===== config.mk =====
export PLATFORM = sky130hd
export DESIGN_NAME = multilevel_task_queue_drop_lowest
export DESIGN_NICKNAME = d
export VERILOG_FILES = /design/src/design/mtq_pkg.sv /design/src/design/mtq_cell.sv /design/src/design/multilevel_task_queue_drop_lowest.sv
export SDC_FILE = /design/constraint.sdc
export NUM_CORES = 2
export LEC_CHECK = 0
export ABC_AREA = 1
export BUFFER_PORTS_ARGS = -buffer_cell sky130_fd_sc_hd__buf_2
export CORE_ASPECT_RATIO = 1.2
export CORE_MARGIN = 2
export CORE_UTILIZATION = 31
export CTS_CLUSTER_SIZE = 16
export DETAILED_ROUTE_END_ITERATION = 10
export GPL_TIMING_DRIVEN = 0
export PLACE_DENSITY = 0.42
export SLEW_MARGIN = 20
export SYNTH_ARGS = -nofsm -noshare
export SYNTH_HDL_FRONTEND = slang
export SYNTH_SLANG_ARGS = --single-unit
export TNS_END_PERCENT = 1

===== constraint.sdc =====
create_clock -name clock -period 7.36 [get_ports clock]
set_input_delay 0.368 -clock clock [delete_from_list [all_inputs] [get_ports clock]]
set_output_delay 0.368 -clock clock [all_outputs]
set_load 0.03 [all_outputs]

===== src/design/mtq_pkg.sv =====
package mtq_pkg;

   localparam int DEF_PRIORITY_LEVELS = 4;
   localparam int DEF_MAX_TASKS       = 32;
   localparam int DEF_HANDLER_BITS    = 8;
   localparam int DEF_PAYLOAD_BITS    = 32;

   localparam int KIND_BITS   = 2;
   localparam int PRIO_BITS   = 4;
   localparam int LIMIT_BITS  = 6;
   localparam int STATUS_BITS = 2;
   localparam int CSR_BITS    = 2;

   localparam logic [CSR_BITS-1:0] DEFAULT_PRIORITY_RESET = 2'd1;

   typedef enum logic [KIND_BITS-1:0] {
      KIND_ADD     = 2'd0,
      KIND_PROCESS = 2'd1,
      KIND_QUERY   = 2'd2
   } kind_type;

   typedef enum logic [STATUS_BITS-1:0] {
      STATUS_OK        = 2'd0,
      STATUS_REJECTED  = 2'd1,
      STATUS_DEFAULTED = 2'd2
   } status_type;

   // Operation broadcast to every cell of the row
   typedef enum logic [1:0] {
      CELL_HOLD   = 2'd0,
      CELL_INSERT = 2'd1,
      CELL_POP    = 2'd2,
      CELL_EVICT  = 2'd3
   } cell_op_type;

endpackage


===== src/design/mtq_cell.sv =====
module mtq_cell
   import mtq_pkg::*;
#(
   parameter int LEVEL_BITS   = 2,
   parameter int HANDLER_BITS = DEF_HANDLER_BITS,
   parameter int PAYLOAD_BITS = DEF_PAYLOAD_BITS
) (
   input  logic                    clock,
   input  logic                    reset,
   input  cell_op_type             op,
   input  logic [LEVEL_BITS-1:0]   key_level,
   input  logic [HANDLER_BITS-1:0] new_handler,
   input  logic [PAYLOAD_BITS-1:0] new_payload,
   input  logic                    left_valid,
   input  logic [LEVEL_BITS-1:0]   left_level,
   input  logic [HANDLER_BITS-1:0] left_handler,
   input  logic [PAYLOAD_BITS-1:0] left_payload,
   input  logic                    left_match,
   input  logic                    right_valid,
   input  logic [LEVEL_BITS-1:0]   right_level,
   input  logic [HANDLER_BITS-1:0] right_handler,
   input  logic [PAYLOAD_BITS-1:0] right_payload,
   output logic                    valid,
   output logic [LEVEL_BITS-1:0]   level,
   output logic [HANDLER_BITS-1:0] handler,
   output logic [PAYLOAD_BITS-1:0] payload,
   output logic                    match
);

   logic                    valid_ff, valid_in;
   logic [LEVEL_BITS-1:0]   level_ff, level_in;
   logic [HANDLER_BITS-1:0] handler_ff, handler_in;
   logic [PAYLOAD_BITS-1:0] payload_ff, payload_in;

   // Insert: this slot belongs behind the new item. Evict: slot is in the lowest level.
   assign match = (op == CELL_INSERT) ? (!valid_ff || (level_ff < key_level))
                                      : (valid_ff && (level_ff == key_level));

   always_comb begin
      valid_in   = valid_ff;
      level_in   = level_ff;
      handler_in = handler_ff;
      payload_in = payload_ff;
      unique case (op)
         CELL_HOLD: begin
         end
         CELL_INSERT: begin
            if (match) begin
               if (left_match) begin
                  // shift right to open the gap
                  valid_in   = left_valid;
                  level_in   = left_level;
                  handler_in = left_handler;
                  payload_in = left_payload;
               end else begin
                  valid_in   = 1'b1;
                  level_in   = key_level;
                  handler_in = new_handler;
                  payload_in = new_payload;
               end
            end
         end
         CELL_POP: begin
            valid_in   = right_valid;
            level_in   = right_level;
            handler_in = right_handler;
            payload_in = right_payload;
         end
         CELL_EVICT: begin
            if (match) begin
               valid_in   = right_valid;
               level_in   = right_level;
               handler_in = right_handler;
               payload_in = right_payload;
            end
         end
         default: begin
         end
      endcase
   end

   always_ff @(posedge clock) begin
      if (reset) begin
         valid_ff <= 1'b0;
      end else begin
         valid_ff <= valid_in;
      end
   end

   always_ff @(posedge clock) begin
      level_ff   <= level_in;
      handler_ff <= handler_in;
      payload_ff <= payload_in;
   end

   assign valid   = valid_ff;
   assign level   = level_ff;
   assign handler = handler_ff;
   assign payload = payload_ff;

endmodule


===== src/design/multilevel_task_queue_drop_lowest.sv =====
// Channel   Direction  Handshake              Payload
// req_      in         req_valid / req_stall  kind, handler, payload, priority_req, limit
// rsp_      out        rsp_valid / rsp_stall  task_*, last, status, dropped, counts
// csr_      in         csr_wr_en              default_priority
//
// A rejected add, a query or an unknown kind goes straight to the result state; an add goes
// through the insert state, after the evict state when the row is full (one shift step each).
// Process gives one result a cycle while the result register is free, one task leaving the
// head cell for each result; the next item is taken once the last result is loaded.
// Reset empties the row and the counters and sets default_priority to 1.
// req_stall is high while an item is in work; rsp_stall holds the result register.
module multilevel_task_queue_drop_lowest
   import mtq_pkg::*;
#(
   parameter int PRIORITY_LEVELS = DEF_PRIORITY_LEVELS,
   parameter int MAX_TASKS       = DEF_MAX_TASKS,
   parameter int HANDLER_BITS    = DEF_HANDLER_BITS,
   parameter int PAYLOAD_BITS    = DEF_PAYLOAD_BITS,
   localparam int LEVEL_BITS     = $clog2(PRIORITY_LEVELS),
   localparam int COUNT_BITS     = $clog2(MAX_TASKS + 1)
) (
   input  logic                         clock,
   input  logic                         reset,
   input  logic                         req_valid,
   output logic                         req_stall,
   input  logic [KIND_BITS-1:0]         req_kind,
   input  logic [HANDLER_BITS-1:0]      req_handler,
   input  logic [PAYLOAD_BITS-1:0]      req_payload,
   input  logic signed [PRIO_BITS-1:0]  req_priority_req,
   input  logic [LIMIT_BITS-1:0]        req_limit,
   output logic                         rsp_valid,
   input  logic                         rsp_stall,
   output logic                         rsp_task_valid,
   output logic [HANDLER_BITS-1:0]      rsp_task_handler,
   output logic [PAYLOAD_BITS-1:0]      rsp_task_payload,
   output logic [LEVEL_BITS-1:0]        rsp_task_level,
   output logic                         rsp_last,
   output logic [STATUS_BITS-1:0]       rsp_status,
   output logic                         rsp_dropped,
   output logic [COUNT_BITS-1:0]        rsp_processed_count,
   output logic [COUNT_BITS-1:0]        rsp_level_depth,
   output logic [COUNT_BITS-1:0]        rsp_total_depth,
   input  logic                         csr_wr_en,
   input  logic [CSR_BITS-1:0]          csr_wr_data
);

   localparam int CMP_BITS = (COUNT_BITS > LIMIT_BITS) ? COUNT_BITS : LIMIT_BITS;

   typedef enum logic [4:0] {
      ST_IDLE     = 5'b00001,
      ST_EVICT    = 5'b00010,
      ST_INSERT   = 5'b00100,
      ST_DISPATCH = 5'b01000,
      ST_RESP     = 5'b10000
   } state_type;

   state_type state_ff, state_in;

   logic [CSR_BITS-1:0]     default_ff, default_in;
   logic [KIND_BITS-1:0]    kind_ff, kind_in;
   logic [HANDLER_BITS-1:0] handler_ff, handler_in;
   logic [PAYLOAD_BITS-1:0] payload_ff, payload_in;
   logic [LEVEL_BITS-1:0]   lvl_ff, lvl_in;
   logic                    qok_ff, qok_in;
   logic [STATUS_BITS-1:0]  status_ff, status_in;
   logic                    dropped_ff, dropped_in;
   logic [LIMIT_BITS-1:0]   limit_ff, limit_in;
   logic [COUNT_BITS-1:0]   n_ff, n_in;
   logic [COUNT_BITS-1:0]   total_ff, total_in;
   logic [COUNT_BITS-1:0]   level_count_ff [PRIORITY_LEVELS];
   logic [COUNT_BITS-1:0]   level_count_in [PRIORITY_LEVELS];

   logic                    rsp_valid_ff, rsp_valid_in;
   logic                    task_valid_ff, task_valid_in;
   logic [HANDLER_BITS-1:0] task_handler_ff, task_handler_in;
   logic [PAYLOAD_BITS-1:0] task_payload_ff, task_payload_in;
   logic [LEVEL_BITS-1:0]   task_level_ff, task_level_in;
   logic                    last_ff, last_in;
   logic [STATUS_BITS-1:0]  rstatus_ff, rstatus_in;
   logic                    rdropped_ff, rdropped_in;
   logic [COUNT_BITS-1:0]   processed_ff, processed_in;
   logic [COUNT_BITS-1:0]   depth_ff, depth_in;
   logic [COUNT_BITS-1:0]   rtotal_ff, rtotal_in;

   cell_op_type             cell_op;
   logic [LEVEL_BITS-1:0]   key_level;
   logic                    cell_valid   [MAX_TASKS];
   logic [LEVEL_BITS-1:0]   cell_level   [MAX_TASKS];
   logic [HANDLER_BITS-1:0] cell_handler [MAX_TASKS];
   logic [PAYLOAD_BITS-1:0] cell_payload [MAX_TASKS];
   logic                    cell_match   [MAX_TASKS];

   logic                    accept, rsp_load, preq_ok, inc_en, dec_en, last_pop;
   logic [LEVEL_BITS-1:0]   preq_lvl, dflt_lvl, dec_lvl;
   logic [COUNT_BITS-1:0]   n_next;

   // ---------------- row of cells ----------------
   for (genvar j = 0; j < MAX_TASKS; j++) begin : g_cell
      logic                    l_valid, l_match, r_valid;
      logic [LEVEL_BITS-1:0]   l_level, r_level;
      logic [HANDLER_BITS-1:0] l_handler, r_handler;
      logic [PAYLOAD_BITS-1:0] l_payload, r_payload;

      if (j == 0) begin : g_head
         assign l_valid   = 1'b0;
         assign l_level   = '0;
         assign l_handler = '0;
         assign l_payload = '0;
         assign l_match   = 1'b0;
      end else begin : g_mid
         assign l_valid   = cell_valid[j-1];
         assign l_level   = cell_level[j-1];
         assign l_handler = cell_handler[j-1];
         assign l_payload = cell_payload[j-1];
         assign l_match   = cell_match[j-1];
      end

      if (j == MAX_TASKS - 1) begin : g_tail
         assign r_valid   = 1'b0;
         assign r_level   = '0;
         assign r_handler = '0;
         assign r_payload = '0;
      end else begin : g_body
         assign r_valid   = cell_valid[j+1];
         assign r_level   = cell_level[j+1];
         assign r_handler = cell_handler[j+1];
         assign r_payload = cell_payload[j+1];
      end

      mtq_cell #(
         .LEVEL_BITS   (LEVEL_BITS),
         .HANDLER_BITS (HANDLER_BITS),
         .PAYLOAD_BITS (PAYLOAD_BITS)
      ) u_cell (
         .clock         (clock),
         .reset         (reset),
         .op            (cell_op),
         .key_level     (key_level),
         .new_handler   (handler_ff),
         .new_payload   (payload_ff),
         .left_valid    (l_valid),
         .left_level    (l_level),
         .left_handler  (l_handler),
         .left_payload  (l_payload),
         .left_match    (l_match),
         .right_valid   (r_valid),
         .right_level   (r_level),
         .right_handler (r_handler),
         .right_payload (r_payload),
         .valid         (cell_valid[j]),
         .level         (cell_level[j]),
         .handler       (cell_handler[j]),
         .payload       (cell_payload[j]),
         .match         (cell_match[j])
      );
   end

   // ---------------- request decode ----------------
   assign req_stall = (state_ff != ST_IDLE);
   assign accept    = req_valid && !req_stall;
   assign rsp_load  = !rsp_valid_ff || !rsp_stall;

   // a negative request has its top bit set and fails the compare
   assign preq_ok  = $unsigned(req_priority_req) < PRIO_BITS'(PRIORITY_LEVELS);
   assign preq_lvl = LEVEL_BITS'($unsigned(req_priority_req));
   assign dflt_lvl = (PRIO_BITS'(default_ff) < PRIO_BITS'(PRIORITY_LEVELS))
                     ? LEVEL_BITS'(default_ff) : LEVEL_BITS'(PRIORITY_LEVELS - 1);

   assign n_next   = n_ff + COUNT_BITS'(1);
   assign last_pop = (total_ff == COUNT_BITS'(1)) ||
                     ((limit_ff != '0) && (CMP_BITS'(n_next) == CMP_BITS'(limit_ff)));

   always_comb begin
      state_in   = state_ff;
      default_in = csr_wr_en ? csr_wr_data : default_ff;
      kind_in    = kind_ff;
      handler_in = handler_ff;
      payload_in = payload_ff;
      lvl_in     = lvl_ff;
      qok_in     = qok_ff;
      status_in  = status_ff;
      dropped_in = dropped_ff;
      limit_in   = limit_ff;
      n_in       = n_ff;

      cell_op    = CELL_HOLD;
      key_level  = lvl_ff;
      inc_en     = 1'b0;
      dec_en     = 1'b0;
      dec_lvl    = cell_level[0];

      rsp_valid_in    = (rsp_valid_ff && rsp_stall);
      task_valid_in   = task_valid_ff;
      task_handler_in = task_handler_ff;
      task_payload_in = task_payload_ff;
      task_level_in   = task_level_ff;
      last_in         = last_ff;
      rstatus_in      = rstatus_ff;
      rdropped_in     = rdropped_ff;
      processed_in    = processed_ff;
      depth_in        = depth_ff;
      rtotal_in       = rtotal_ff;

      unique case (state_ff)
         ST_IDLE: begin
            if (accept) begin
               kind_in    = req_kind;
               handler_in = req_handler;
               payload_in = req_payload;
               lvl_in     = preq_ok ? preq_lvl : dflt_lvl;
               qok_in     = preq_ok;
               limit_in   = req_limit;
               n_in       = '0;
               dropped_in = 1'b0;
               status_in  = STATUS_OK;
               unique case (req_kind)
                  KIND_ADD: begin
                     if (req_handler == '0) begin
                        status_in = STATUS_REJECTED;
                        state_in  = ST_RESP;
                     end else begin
                        if (!preq_ok) begin
                           status_in = STATUS_DEFAULTED;
                        end
                        state_in = (total_ff == COUNT_BITS'(MAX_TASKS)) ? ST_EVICT : ST_INSERT;
                     end
                  end
                  KIND_PROCESS: state_in = ST_DISPATCH;
                  default:      state_in = ST_RESP;
               endcase
            end
         end
         ST_EVICT: begin
            // row is full, so the tail cell holds the lowest non-empty level
            cell_op    = CELL_EVICT;
            key_level  = cell_level[MAX_TASKS-1];
            dec_en     = 1'b1;
            dec_lvl    = cell_level[MAX_TASKS-1];
            dropped_in = 1'b1;
            state_in   = ST_INSERT;
         end
         ST_INSERT: begin
            cell_op  = CELL_INSERT;
            inc_en   = 1'b1;
            state_in = ST_RESP;
         end
         ST_DISPATCH: begin
            if (rsp_load) begin
               rsp_valid_in = 1'b1;
               rstatus_in   = STATUS_OK;
               rdropped_in  = 1'b0;
               depth_in     = '0;
               if (cell_valid[0]) begin
                  cell_op         = CELL_POP;
                  dec_en          = 1'b1;
                  task_valid_in   = 1'b1;
                  task_handler_in = cell_handler[0];
                  task_payload_in = cell_payload[0];
                  task_level_in   = cell_level[0];
                  processed_in    = n_next;
                  rtotal_in       = total_ff - COUNT_BITS'(1);
                  last_in         = last_pop;
                  n_in            = n_next;
                  if (last_pop) begin
                     state_in = ST_IDLE;
                  end
               end else begin
                  // nothing held: one empty result
                  task_valid_in   = 1'b0;
                  task_handler_in = '0;
                  task_payload_in = '0;
                  task_level_in   = '0;
                  processed_in    = '0;
                  rtotal_in       = total_ff;
                  last_in         = 1'b1;
                  state_in        = ST_IDLE;
               end
            end
         end
         ST_RESP: begin
            if (rsp_load) begin
               rsp_valid_in    = 1'b1;
               task_valid_in   = 1'b0;
               task_handler_in = '0;
               task_payload_in = '0;
               task_level_in   = '0;
               last_in         = 1'b1;
               rstatus_in      = status_ff;
               rdropped_in     = dropped_ff;
               processed_in    = '0;
               depth_in        = ((kind_ff == KIND_QUERY) && qok_ff) ? level_count_ff[lvl_ff]
                                                                     : '0;
               rtotal_in       = total_ff;
               state_in        = ST_IDLE;
            end
         end
         default: state_in = ST_IDLE;
      endcase
   end

   // per-level and total counters
   always_comb begin
      for (int l = 0; l < PRIORITY_LEVELS; l++) begin
         level_count_in[l] = level_count_ff[l];
         if (inc_en && (lvl_ff == LEVEL_BITS'(l))) begin
            level_count_in[l] = level_count_ff[l] + COUNT_BITS'(1);
         end
         if (dec_en && (dec_lvl == LEVEL_BITS'(l))) begin
            level_count_in[l] = level_count_ff[l] - COUNT_BITS'(1);
         end
      end
      total_in = total_ff;
      if (inc_en) begin
         total_in = total_ff + COUNT_BITS'(1);
      end else if (dec_en) begin
         total_in = total_ff - COUNT_BITS'(1);
      end
   end

   always_ff @(posedge clock) begin
      if (reset) begin
         state_ff     <= ST_IDLE;
         default_ff   <= DEFAULT_PRIORITY_RESET;
         total_ff     <= '0;
         rsp_valid_ff <= 1'b0;
         for (int l = 0; l < PRIORITY_LEVELS; l++) begin
            level_count_ff[l] <= '0;
         end
      end else begin
         state_ff     <= state_in;
         default_ff   <= default_in;
         total_ff     <= total_in;
         rsp_valid_ff <= rsp_valid_in;
         for (int l = 0; l < PRIORITY_LEVELS; l++) begin
            level_count_ff[l] <= level_count_in[l];
         end
      end
   end

   always_ff @(posedge clock) begin
      kind_ff         <= kind_in;
      handler_ff      <= handler_in;
      payload_ff      <= payload_in;
      lvl_ff          <= lvl_in;
      qok_ff          <= qok_in;
      status_ff       <= status_in;
      dropped_ff      <= dropped_in;
      limit_ff        <= limit_in;
      n_ff            <= n_in;
      task_valid_ff   <= task_valid_in;
      task_handler_ff <= task_handler_in;
      task_payload_ff <= task_payload_in;
      task_level_ff   <= task_level_in;
      last_ff         <= last_in;
      rstatus_ff      <= rstatus_in;
      rdropped_ff     <= rdropped_in;
      processed_ff    <= processed_in;
      depth_ff        <= depth_in;
      rtotal_ff       <= rtotal_in;
   end

   assign rsp_valid           = rsp_valid_ff;
   assign rsp_task_valid      = task_valid_ff;
   assign rsp_task_handler    = task_handler_ff;
   assign rsp_task_payload    = task_payload_ff;
   assign rsp_task_level      = task_level_ff;
   assign rsp_last            = last_ff;
   assign rsp_status          = rstatus_ff;
   assign rsp_dropped         = rdropped_ff;
   assign rsp_processed_count = processed_ff;
   assign rsp_level_depth     = depth_ff;
   assign rsp_total_depth     = rtotal_ff;

endmodule

==> flow_summary.ini <==
[clock_tree]
clockRootBuffer = clkbuf_16
clock_path_buffers = 4
clk_latency_ns = 0.88
postCtsSetupBuffers = 0
cts_tree = done
cts_made_buffers = 184
clk_pin_slew_ns = 0.06
htree_levels = 4
cts_sinks = 1541

[global_route]
grt_pass1_wl_um = 456000
first_global_vias = 63300
grt_max_degree = 44
grt-ovfl-total = 0
antenna_found_initial = 23
grtUsageTotal_pct = 24.7

[yosys]
synth_top_area_cell = edfxtp_1
synth_seq_area_share_pct = 58.4
synth-edff-count = 1469
ys.flop_type = edfxtp_1
synthArstFlopShare_pct = 0
syn_area_um2 = 78000
syn_inst = 8522
synthTopCellsByArea = edfxtp_1, o21ai_0, nand2_1, a21oi_1, o21ai_1
ys_ff_latch = 1541
synth_nets = 8670
synth.avg_cell_area_um2 = 9.15
yosysWarningCount = 0
synth.top_cell.area_share_pct = 56.6
yosysUniqueCellTypes = 43

[timing]
setup-tns-final_ns = 0
finalCritPeriodShare_pct = 71.6
skew_ns = 0.0596
finalHoldViolations = 0
rsz0062_at_grt = no
worst_pin_slew_ns = 1.24
timing.fmax_ghz = 0.190
holdWs_ns = 0.0898
finalSetupViolCount = 0
maxSlewViolCount = 0
slew_headroom_pct = 17.4
fin_crit_ns = 5.27

[power]
power_density_nw_per_um2 = 272
p_leak_uw = 0.0328
finalPower_uw = 24700
peakVddDrop_uv = 199

[drt]
vias = 63300
maxUsedRoutingLayer = met4
drtIter0Drc = 5900
drc = 0
drt-total-wl_um = 324000
dr.pass1.iters = 8
wl_per_cell_um = 26.1
antenna_left = 0
drt-met1-wl_um = 132000
via_per_inst = 5.08
dr_wl_met3_um = 16700
wl_met2_um = 163000

[placed_design]
place_congestion = 0.883
port_buffers = 125
hpwlAfterDp_um = 263000

[critical_path]
critical_path.top_delay_family = buffers and inverters
cp_max_fo = 43
cp_slowest_cell = o21ai_2
crit_arrival_ns = 5.74
cp-end-kind = register
critical_path.cell_chain = nor2_2 -> nand3_2 -> buf_2 -> o21ai_2 -> inv_2 -> buf_4 -> ha_1 -> inv_1 -> nor2_1 -> o21ai_0 -> nand2_1 -> nand2_1 -> buf_2 -> o21ai_0 -> inv_4
cp-start-kind = register
cp_num_buf_inv = 6
max_stage_delay_ns = 0.61
required_ns = 7.83
crit_type = register to register

[layout]
drive_gt1_share_pct = 9.12
nets = 9098
syn2layout_area_growth_pct = 16.4

[die]
num_rows = 201
die_x_um = 462
io_pins = 126
start_util_pct = 31.2
die-area_um2 = 256000
design.core.area_um2 = 250000
die_h_um = 553

[run]
drv_cap = 0

[outcome]
outcome = complete, no violations

[worst_hold_path]
min-delay-path-class = primary input to register
worst register-to-register path: cells and delay by family, from the launching register on:
kind	cells	cell delay (ns)
adder cells (fa/ha/maj)	1	0.43
AND/OR/NAND/NOR	5	0.87
flip-flops	1	0.37
AO/OA/AOI/OAI	3	1.00
buffers and inverters	6	2.12
sequential cells by signal (all words and copies together) (netlist names), 8 cells and up, named ones only:
name,count
g_cell.u_cell.handler,256
g_cell.u_cell.level,64
g_cell.u_cell.payload,1024
g_cell.u_cell.valid,32
handler_ff,8
level_count_ff,24
payload_ff,32
rsp_task_handler,8
rsp_task_payload,32
final timing paths:
check / from / end / cells after the start / slack [ns]
worst min register to register: level_count_ff[0][0] / level_count_ff[0][0] / 1 / 0.50
worst min-delay path: rsp_stall / rsp_valid / 5 / 0.09
worst max register to register: state_ff[2] / g_cell[15].u_cell.payload[20] / 15 / 2.09
worst max-delay path: state_ff[2] / g_cell[15].u_cell.payload[20] / 15 / 2.09
layer usage:
layer | vias to the layer above | GRT usage [%]
li1 | 30500 | -
met2 | 1981 | 44.2
met3 | 404 | 2.61
met5 | - | 0
met4 | 0 | 8.54
met1 | 30400 | 30.8
metrics by stage:
step	cell area [um^2]	util, %	setup slack [ns]	std cells
after floorplan	78000	-	2.38	8522
after global placement	82800	33.1	-0.571	12000
after detailed placement	84400	33.8	1.88	12100
after CTS	90700	36.3	1.91	12400
after global routing	90800	36.3	2.02	12400
final	90800	36.3	2.09	12400
power breakdown:
part | leakage (uW) | internal [uW] | switching (uW)
Clock | 0.00278 | 5210 | 3890
Sequential | 0.0138 | 10600 | 333
Combinational | 0.0162 | 1490 | 3180
Total | 0.0328 | 17300 | 7410
cells in the final DEF, fill, tap and decap left out, types with 51 or more instances in the layout:
master / instances
ha_1: 85
o21ai_1: 664
o21ai_0: 1681
dfxtp_1: 72
nand2_1: 1095
clkbuf_1: 424
inv_1: 781
nand3_1: 51
dlygate4sd3_1: 61
o22ai_1: 179
a21oi_1: 772
buf_2: 408
nor2_1: 788
clkbuf_16: 188
edfxtp_1: 1469
timing repair:
item,in CTS,in global routing
endpoints found under the hold margin,64,0
resized for setup,0,0
setup endpoints to repair,0,0
hold buffers,61,0
cell families (layout without fill, tap and decap cells):
| kind of cell | after synthesis | in the layout | synth area share (%) |
|---|---|---|---|
| AO/OA/AOI/OAI | 3337 | 3337 | 21.8 |
| XOR/XNOR | 21 | 21 | 0.236 |
| adder cells (fa/ha/maj) | 89 | 89 | 1.47 |
| buffers and inverters | 1526 | 2093 | 7.96 |
| flip-flops | 1541 | 1541 | 58.4 |
| multiplexers | 2 | 2 | 0.0289 |
| other | 0 | 10 | 0 |
| AND/OR/NAND/NOR | 2006 | 2006 | 10.1 |
final cells by class:
type	instances	area, um^2
clock buffer	230	4860
multi-input combinational	5455	26400
antenna	10	25.0
sequential	1541	45600
clock inverter	95	850
inverter	810	3050
buffer	716	3180
tap	3349	4190
fill	26100	159000
timing repair buffer	242	2670
cells in the mapped netlist, drive strengths merged (11+ instances only):
cell,number
nand3,57
dfxtp,72
buf,325
nand2,1120
nand4,29
nor2,793
xnor2,11
clkbuf,391
o21ai,2351
o22ai,179
edfxtp,1469
inv,810
a21oi,790
ha,85
(Power assumes the default switching activity.)
